==> src/design/assert_macros.svh <==
// Assertion macros shared by the detection box decode design.
`ifndef ASSERT_MACROS_SVH
`define ASSERT_MACROS_SVH

// Same-cycle implication, checked outside reset.
`define DBD_ASSERT_IMPLIES(lbl, clk, rstn, ante, cons) \
  lbl: assert property (@(posedge clk) disable iff (!rstn) (ante) |-> (cons)) \
    else $error("Assertion lbl failed.");

// Next-cycle implication, checked outside reset.
`define DBD_ASSERT_NEXT(lbl, clk, rstn, ante, cons) \
  lbl: assert property (@(posedge clk) disable iff (!rstn) (ante) |=> (cons)) \
    else $error("Assertion lbl failed.");

`endif

==> src/design/dbd_pkg.sv <==
// Shared types and constants of the detection box decode core.
package dbd_pkg;

  localparam int unsigned FieldW    = 16;
  localparam int unsigned DimW      = 13;
  localparam int unsigned IdxW      = 2;
  localparam int unsigned MaxClass  = 4;
  localparam int unsigned CornerW   = FieldW + 1;
  localparam int unsigned DiffW     = CornerW + 1;
  localparam int unsigned GainW     = FieldW + 1;
  localparam int unsigned ProdW     = DiffW + GainW;
  localparam int unsigned FracShift = 12;
  localparam int unsigned ScaledW   = ProdW - FracShift;
  localparam int unsigned InDataW   = 8 * FieldW;
  localparam int unsigned OutDataW  = 88;
  localparam int unsigned CfgIdxW   = 3;

  typedef enum logic [CfgIdxW-1:0] {
    REG_SCORE_THRESHOLD = 3'd0,
    REG_INVERSE_GAIN    = 3'd1,
    REG_PAD_X           = 3'd2,
    REG_PAD_Y           = 3'd3,
    REG_IMAGE_WIDTH     = 3'd4,
    REG_IMAGE_HEIGHT    = 3'd5
  } cfg_reg_e;

  typedef struct packed {
    logic load_diff;
    logic load_prod;
  } lane_ctrl_t;

endpackage

==> src/design/dbd_class_pick.sv <==
// Best class selection and score threshold test for one anchor.
module dbd_class_pick
  import dbd_pkg::*;
#(
  parameter int unsigned NumClasses = 3
) (
  input  logic [MaxClass-1:0][FieldW-1:0] scores_i,
  input  logic [FieldW-1:0]               threshold_i,
  output logic [FieldW-1:0]               top_score_o,
  output logic [IdxW-1:0]                 best_idx_o,
  output logic                            keep_o
);

  always_comb begin
    top_score_o = scores_i[0];
    best_idx_o  = '0;
    for (int c = 1; c < MaxClass; c++) begin
      if ((c < NumClasses) && (scores_i[c] > top_score_o)) begin
        top_score_o = scores_i[c];
        best_idx_o  = IdxW'(c);
      end
    end
    keep_o = (top_score_o >= threshold_i);
  end

endmodule

==> src/design/dbd_corner_lane.sv <==
// One corner lane: pad subtraction, gain multiply, floor and clamp to the image.
module dbd_corner_lane
  import dbd_pkg::*;
(
  input  logic                      clk_i,
  input  lane_ctrl_t                ctrl_i,
  input  logic signed [CornerW-1:0] corner_i,
  input  logic signed [FieldW-1:0]  pad_i,
  input  logic [FieldW-1:0]         gain_i,
  input  logic [DimW-1:0]           dim_i,
  output logic [FieldW-1:0]         edge_o
);

  logic signed [DiffW-1:0]   diff_d, diff_q;
  logic signed [ProdW-1:0]   prod_d, prod_q;
  logic signed [GainW-1:0]   gain_s;
  logic signed [ScaledW-1:0] scaled;
  logic signed [ScaledW-1:0] upper;
  logic signed [ScaledW-1:0] bounded;

  assign diff_d = DiffW'(corner_i) - DiffW'(pad_i);
  assign gain_s = $signed({1'b0, gain_i});
  assign prod_d = ProdW'(diff_q) * ProdW'(gain_s);

  always_ff @(posedge clk_i) begin
    if (ctrl_i.load_diff) begin
      diff_q <= diff_d;
    end
    if (ctrl_i.load_prod) begin
      prod_q <= prod_d;
    end
  end

  // Dropping the low bits of the signed product floors toward minus infinity.
  assign scaled = prod_q[ProdW-1:FracShift];
  assign upper  = ($signed({{(ScaledW-DimW){1'b0}}, dim_i}) - ScaledW'(1)) <<< 4;

  always_comb begin
    bounded = (scaled > upper) ? upper : scaled;
    if (bounded < 0) begin
      edge_o = '0;
    end else if (bounded > $signed(ScaledW'(17'h0FFFF))) begin
      edge_o = '1;
    end else begin
      edge_o = bounded[FieldW-1:0];
    end
  end

endmodule

==> src/design/detection_box_decode_core.sv <==
// Latency: a result beat passes the difference, product and output registers after its anchor
// beat is accepted. Throughput: one anchor per cycle while the output is not stalled; each
// of the four corner lanes registers its difference and its product, and clamps combinationally.
// Reset: asynchronous, active low; the pipeline empties and the configuration
// registers return to their default values.
module detection_box_decode_core
  import dbd_pkg::*;
#(
  parameter int unsigned CLASS_COUNT = 3
) (
  input  logic                clk_i,
  input  logic                rst_ni,
  input  logic                s_axis_tvalid,
  output logic                s_axis_tready,
  // center_x, center_y, box_width, box_height, score_0 .. score_3
  input  logic [InDataW-1:0]  s_axis_tdata,
  output logic                m_axis_tvalid,
  input  logic                m_axis_tready,
  // left_edge, top_edge, right_edge, bottom_edge, confidence, class_index, zero fill
  output logic [OutDataW-1:0] m_axis_tdata,
  input  logic                cfg_valid_i,
  output logic                cfg_ready_o,
  input  logic [CfgIdxW-1:0]  cfg_index_i,
  input  logic [FieldW-1:0]   cfg_data_i
);

  logic [FieldW-1:0] threshold_q, gain_q;
  logic signed [FieldW-1:0] pad_x_q, pad_y_q;
  logic [DimW-1:0] width_q, height_q;

  assign cfg_ready_o = 1'b1;

  always_ff @(posedge clk_i or negedge rst_ni) begin
    if (!rst_ni) begin
      threshold_q <= 16'd16384;
      gain_q      <= 16'd4096;
      pad_x_q     <= 16'sd0;
      pad_y_q     <= -16'sd64;
      width_q     <= 13'd640;
      height_q    <= 13'd352;
    end else if (cfg_valid_i && cfg_ready_o) begin
      unique case (cfg_index_i)
        REG_SCORE_THRESHOLD: threshold_q <= cfg_data_i;
        REG_INVERSE_GAIN:    gain_q      <= cfg_data_i;
        REG_PAD_X:           pad_x_q     <= cfg_data_i;
        REG_PAD_Y:           pad_y_q     <= cfg_data_i;
        REG_IMAGE_WIDTH:     width_q     <= cfg_data_i[DimW-1:0];
        REG_IMAGE_HEIGHT:    height_q    <= cfg_data_i[DimW-1:0];
        default: ;
      endcase
    end
  end

  logic signed [FieldW-1:0] cx, cy, bw, bh, hw, hh;
  logic [MaxClass-1:0][FieldW-1:0] scores;
  logic signed [CornerW-1:0] corner [4];

  assign cx     = s_axis_tdata[0*FieldW +: FieldW];
  assign cy     = s_axis_tdata[1*FieldW +: FieldW];
  assign bw     = s_axis_tdata[2*FieldW +: FieldW];
  assign bh     = s_axis_tdata[3*FieldW +: FieldW];
  assign scores = s_axis_tdata[4*FieldW +: MaxClass*FieldW];
  assign hw     = bw >>> 1;
  assign hh     = bh >>> 1;

  assign corner[0] = CornerW'(cx) - CornerW'(hw);
  assign corner[1] = CornerW'(cy) - CornerW'(hh);
  assign corner[2] = CornerW'(cx) + CornerW'(hw);
  assign corner[3] = CornerW'(cy) + CornerW'(hh);

  logic [FieldW-1:0] top_score;
  logic [IdxW-1:0]   best_idx;
  logic              keep;

  dbd_class_pick #(
    .NumClasses(CLASS_COUNT)
  ) u_class_pick (
    .scores_i    (scores),
    .threshold_i (threshold_q),
    .top_score_o (top_score),
    .best_idx_o  (best_idx),
    .keep_o      (keep)
  );

  logic s1_valid_q, s1_keep_q, s2_valid_q, s2_keep_q, out_valid_q;
  logic [FieldW-1:0] s1_score_q, s2_score_q;
  logic [IdxW-1:0]   s1_idx_q, s2_idx_q;
  logic out_free, s2_free, s1_free, accept, adv2, adv3, load_out;

  assign out_free = !out_valid_q || m_axis_tready;
  assign s2_free  = !s2_valid_q || !s2_keep_q || out_free;
  assign s1_free  = !s1_valid_q || s2_free;
  assign accept   = s_axis_tvalid && s1_free;
  assign adv2     = s1_valid_q && s2_free;
  assign adv3     = s2_valid_q && (!s2_keep_q || out_free);
  assign load_out = adv3 && s2_keep_q;
  assign s_axis_tready = s1_free;

  always_ff @(posedge clk_i or negedge rst_ni) begin
    if (!rst_ni) begin
      s1_valid_q  <= 1'b0;
      s2_valid_q  <= 1'b0;
      out_valid_q <= 1'b0;
    end else begin
      if (s1_free) begin
        s1_valid_q <= s_axis_tvalid;
      end
      if (s2_free) begin
        s2_valid_q <= s1_valid_q;
      end
      if (out_free) begin
        out_valid_q <= load_out;
      end
    end
  end

  always_ff @(posedge clk_i) begin
    if (accept) begin
      s1_keep_q  <= keep;
      s1_score_q <= top_score;
      s1_idx_q   <= best_idx;
    end
    if (adv2) begin
      s2_keep_q  <= s1_keep_q;
      s2_score_q <= s1_score_q;
      s2_idx_q   <= s1_idx_q;
    end
  end

  lane_ctrl_t lane_ctrl;
  logic [FieldW-1:0] lane_edge [4];

  assign lane_ctrl.load_diff = accept;
  assign lane_ctrl.load_prod = adv2;

  for (genvar l = 0; l < 4; l++) begin : g_lane
    dbd_corner_lane u_lane (
      .clk_i   (clk_i),
      .ctrl_i  (lane_ctrl),
      .corner_i(corner[l]),
      .pad_i   ((l % 2 == 0) ? pad_x_q : pad_y_q),
      .gain_i  (gain_q),
      .dim_i   ((l % 2 == 0) ? width_q : height_q),
      .edge_o  (lane_edge[l])
    );
  end

  logic [OutDataW-1:0] out_data_q;

  always_ff @(posedge clk_i) begin
    if (load_out) begin
      out_data_q <= {{(OutDataW - 5*FieldW - IdxW){1'b0}}, s2_idx_q, s2_score_q,
                     lane_edge[3], lane_edge[2], lane_edge[1], lane_edge[0]};
    end
  end

  assign m_axis_tvalid = out_valid_q;
  assign m_axis_tdata  = out_data_q;

`include "assert_macros.svh"

  `DBD_ASSERT_NEXT(a_out_from_kept, clk_i, rst_ni, load_out, out_valid_q)
  `DBD_ASSERT_IMPLIES(a_stall_full, clk_i, rst_ni, !s_axis_tready,
                      s1_valid_q && s2_valid_q && s2_keep_q && out_valid_q)
  `DBD_ASSERT_IMPLIES(a_class_range, clk_i, rst_ni, out_valid_q,
                      32'(out_data_q[5*FieldW +: IdxW]) < CLASS_COUNT)
  `DBD_ASSERT_NEXT(a_drop_no_out, clk_i, rst_ni,
                   adv3 && !s2_keep_q && !out_valid_q, !out_valid_q)

endmodule

==> config.mk <==
export PLATFORM = sky130hd
export DESIGN_NAME = detection_box_decode_core
export DESIGN_NICKNAME = d
export VERILOG_FILES = /design/src/design/dbd_pkg.sv /design/src/design/dbd_class_pick.sv /design/src/design/dbd_corner_lane.sv /design/src/design/detection_box_decode_core.sv
export VERILOG_INCLUDE_DIRS = /design/src /design/src/design
export SDC_FILE = /design/constraint.sdc
export NUM_CORES = 2
export LEC_CHECK = 0
export BUFFER_PORTS_ARGS = -buffer_cell sky130_fd_sc_hd__buf_2
export CORE_MARGIN = 2
export CORE_UTILIZATION = 45
export DETAILED_ROUTE_END_ITERATION = 7
export PLACE_DENSITY = 0.59
export SETUP_SLACK_MARGIN = 0.5
export SKIP_CTS_REPAIR_TIMING = 1
export SLEW_MARGIN = 25
export SYNTH_ARGS = -nofsm -noshare
export SYNTH_HDL_FRONTEND = slang
export SYNTH_SLANG_ARGS = --single-unit
==> constraint.sdc <==
create_clock -name clk_i -period 19.37 [get_ports clk_i]
set_input_delay 0.9685 -clock clk_i [delete_from_list [all_inputs] [get_ports clk_i]]
set_output_delay 0.9685 -clock clk_i [all_outputs]
set_load 0.01 [all_outputs]
==> impl_results.md <==
- Root Buffer: clkbuf_16
- Clock transition at path regs: 0.06 ns
- Die width: 380 um
- Vias per inst: 5.19
- Row cnt: 137
- Setup TNS Final: 0 ns
- Aggregate global routing overflow: 0
- Number of DRC markers in iteration 0: 2386
- Compound-Gate Fraction of Synth Area: 5.44%
- DRC Markers: 0
- CTS Sinks: 377
- CP Max Fanout: 34
- Slew headroom: 29.1%
- Post-synth top flop: edfxtp_1
- Worst EP required: 19.72 ns
- Hold Path Class: in -> async
- Post-synth top cells: inv_1, fa_1, nand2_1
- Period Utilization, post-route: 40.6%
- CTS tree: yes
- Top cells by area, synth: fa_1, edfxtp_1, ha_1
- Count of cell types in the netlist: 87
- Largest net degree at the start of global routing: 73
- CTS buffer count: 46
- Slew @ Worst Pin: 1.06 ns
- Core Area: 0.140 mm2
- Seq/Total Area, Yosys: 17.1%
- Area after DPL: 0.0663 mm2
- Fin area: 0.0679 mm2
- Area leader, netlist: fa_1
- Wire per inst: 18.8 um
- Dpl hpwl: 123 mm
- Synth Area in Adders: 49.5%
- Setup CP Type: reg -> reg
- Final min period: 7.87 ns
- Ys Warns: 0
- Post-Syn Area: 0.0635 mm2
- Routed WL: 158 mm
- Vias: 43549
- Status: finished, final reports clean
- RePlAce Congestion: 0.927
- Max Freq: 127 MHz
- Final number of setup-violating endpoints: 0
- EDFF count, synth: 284
- Final hold viol count: 0
- Routed Antenna Nets: 0
- Ys async rst share: 24.7%
- Max Slew Vio Count: 0
- Pre-antenna DRT Iters: 6
- CTS H-Tree Depth: 2
- Syn avg cell area: 9.89 um2
- Post-layout nets: 8403
- Top-count cell post-synth: inv_1
- Skew-Pair Late Insertion Delay: 0.61 ns
- P&R area growth vs syn: 7.04%
- Maximum clock insertion buffer count: 3
- CP Launch Type: register
- Post-synthesis mux area share: 1.77%
- Io pins: 243
- Crit. End Element: register
- Total of max-cap violations: 0
- Synthesis-stage register bit count: 377
- Crit path DAT: 8.22 ns
- GRT Total Usage: 22.5%
- Initial Utilization: 45.4%
- Number of global-route vias before repair: 46666
- Die H: 380 um
- Share of layout cells above drive strength 1: 7.30%
- Initial antenna violation count: 37
- Largest family of logic cells by synthesized area: adder cells
- Global-route wire length before repair: 256 mm
- RSZ-0062 raised after global routing: no
- Number of port buffers: 217
- Top-area cell type share of the netlist area: 38.7%
- Die Area: 0.144 mm2
- Cells after Synth: 6417
- Post-synthesis simple-gate area fraction: 12.9%
- Xor/xnor share of the synthesized area: 2.59%
- Clk_skew: 0.0185 ns
-- sequential cells by signal, summed over array words and instances (netlist names) --
signal	count
g_lane.u_lane.prod_q	92
m_axis_tdata	82
g_lane.u_lane.diff_q	72
gain_q	16
pad_x_q	16
pad_y_q	16
s1_score_q	16
s2_score_q	16
threshold_q	16
height_q	13
width_q	13
s1_idx_q	2
s2_idx_q	2
m_axis_tvalid	1
s1_keep_q	1
s1_valid_q	1
s2_keep_q	1
s2_valid_q	1
-- logic make-up (layout without fill, tap and decap cells) --
family / Yosys count / count (layout)
xor+xnor: 188 / 188
buf+inv: 1793 / 1882
other cells: 2 / 13
mux: 101 / 101
flops: 377 / 377
compound gates: 515 / 515
simple gates: 1667 / 1667
fa+ha+maj: 1774 / 1774
-- final cells by class --
| class | instances | area [um2] |
|---|---|---|
| Sequential cell | 377 | 10900 |
| Timing Repair Buffer | 252 | 1380 |
| Multi-Input combinational cell | 4252 | 45900 |
| Inverter | 1548 | 5810 |
| Antenna cell | 6 | 15.0 |
| Tap cell | 1876 | 2350 |
| Fill cell | 13108 | 71800 |
| Clock inverter | 28 | 337 |
| Clock buffer | 54 | 1240 |
-- worst paths after layout --
kind	start	endpoint	slack, ns	depth (start not counted)
min in group clk_i	s1_score_q[6]	s2_score_q[6]	0.42	0
worst min-delay path	rst_ni	height_q[2]	0.32	1
max in group asynchronous	rst_ni	gain_q[14]	17.67	2
worst min register to register	s1_score_q[6]	s2_score_q[6]	0.42	0
worst max register to register	gain_q[2]	g_lane[3].u_lane.prod_q[34]	11.50	22
worst max-delay path	gain_q[2]	g_lane[3].u_lane.prod_q[34]	11.50	22
-- cell usage in the layout (no fill, tap or decap), types with 16 or more instances in the layout --
master and instances:
a211oi_1 20, a21o_1 68, a21oi_1 143, a31oi_1 25
and2_1 464, and3_1 17, buf_2 216, buf_4 33
clkbuf_16 49, dfrtp_1 61, dfstp_2 17, edfxtp_1 284
fa_1 1228, ha_1 546, inv_1 1547, mux2_2 78
mux2i_1 20, nand2_1 786, nand2b_1 25, nand3_1 29
nand3b_1 23, nand4_1 39, nor2_1 120, nor2b_1 37
nor3_1 61, nor4_1 18, o211ai_1 16, o21a_1 22
o21ai_0 68, o21ai_1 32, o311ai_1 21, xnor2_1 131
xor2_1 57
-- stage by stage --
stage | hold slack (ns) | instances | setup slack (ns) | util, %
final | 0.316 | 8393 | 11.50 | 48.6
after global placement | 0.401 | 8301 | 11.55 | 47.4
after detailed placement | 0.405 | 8304 | 11.49 | 47.5
after floorplan | 0.400 | 6422 | 13.01 | -
after CTS | 0.295 | 8386 | 11.48 | 48.6
after global routing | 0.328 | 8391 | 10.98 | 48.6
-- critical path, cell delays in order, from the launching register on --
cell and delay, ns:
dfrtp_2 0.72, buf_4 0.39, buf_4 0.46, nand2_1 0.17
inv_1 0.16, fa_1 0.50, fa_1 0.90, inv_1 0.12
fa_1 0.48, fa_1 0.56, fa_1 0.43, fa_1 0.50
inv_1 0.05, ha_1 0.33, a21o_1 0.19, a21o_1 0.16
a21o_1 0.17, a21oi_1 0.16, o21ai_0 0.10, a21oi_1 0.37
o21ai_1 0.18, o41ai_1 0.35, xnor2_1 0.12
-- per-layer routing --
| metal | GRT usage (%) | vias to the layer above | wire, um |
|---|---|---|---|
| li1 | - | 19676 | - |
| met1 | 30.7 | 22481 | 68000 |
| met2 | 37.0 | 1108 | 74700 |
| met3 | 3.93 | 224 | 10000 |
| met4 | 6.35 | 60 | 4480 |
| met5 | 0 | - | 364 |
Power is not shown: default switching activity piles up to over one toggle a cycle in this logic, so the estimate is an artifact.
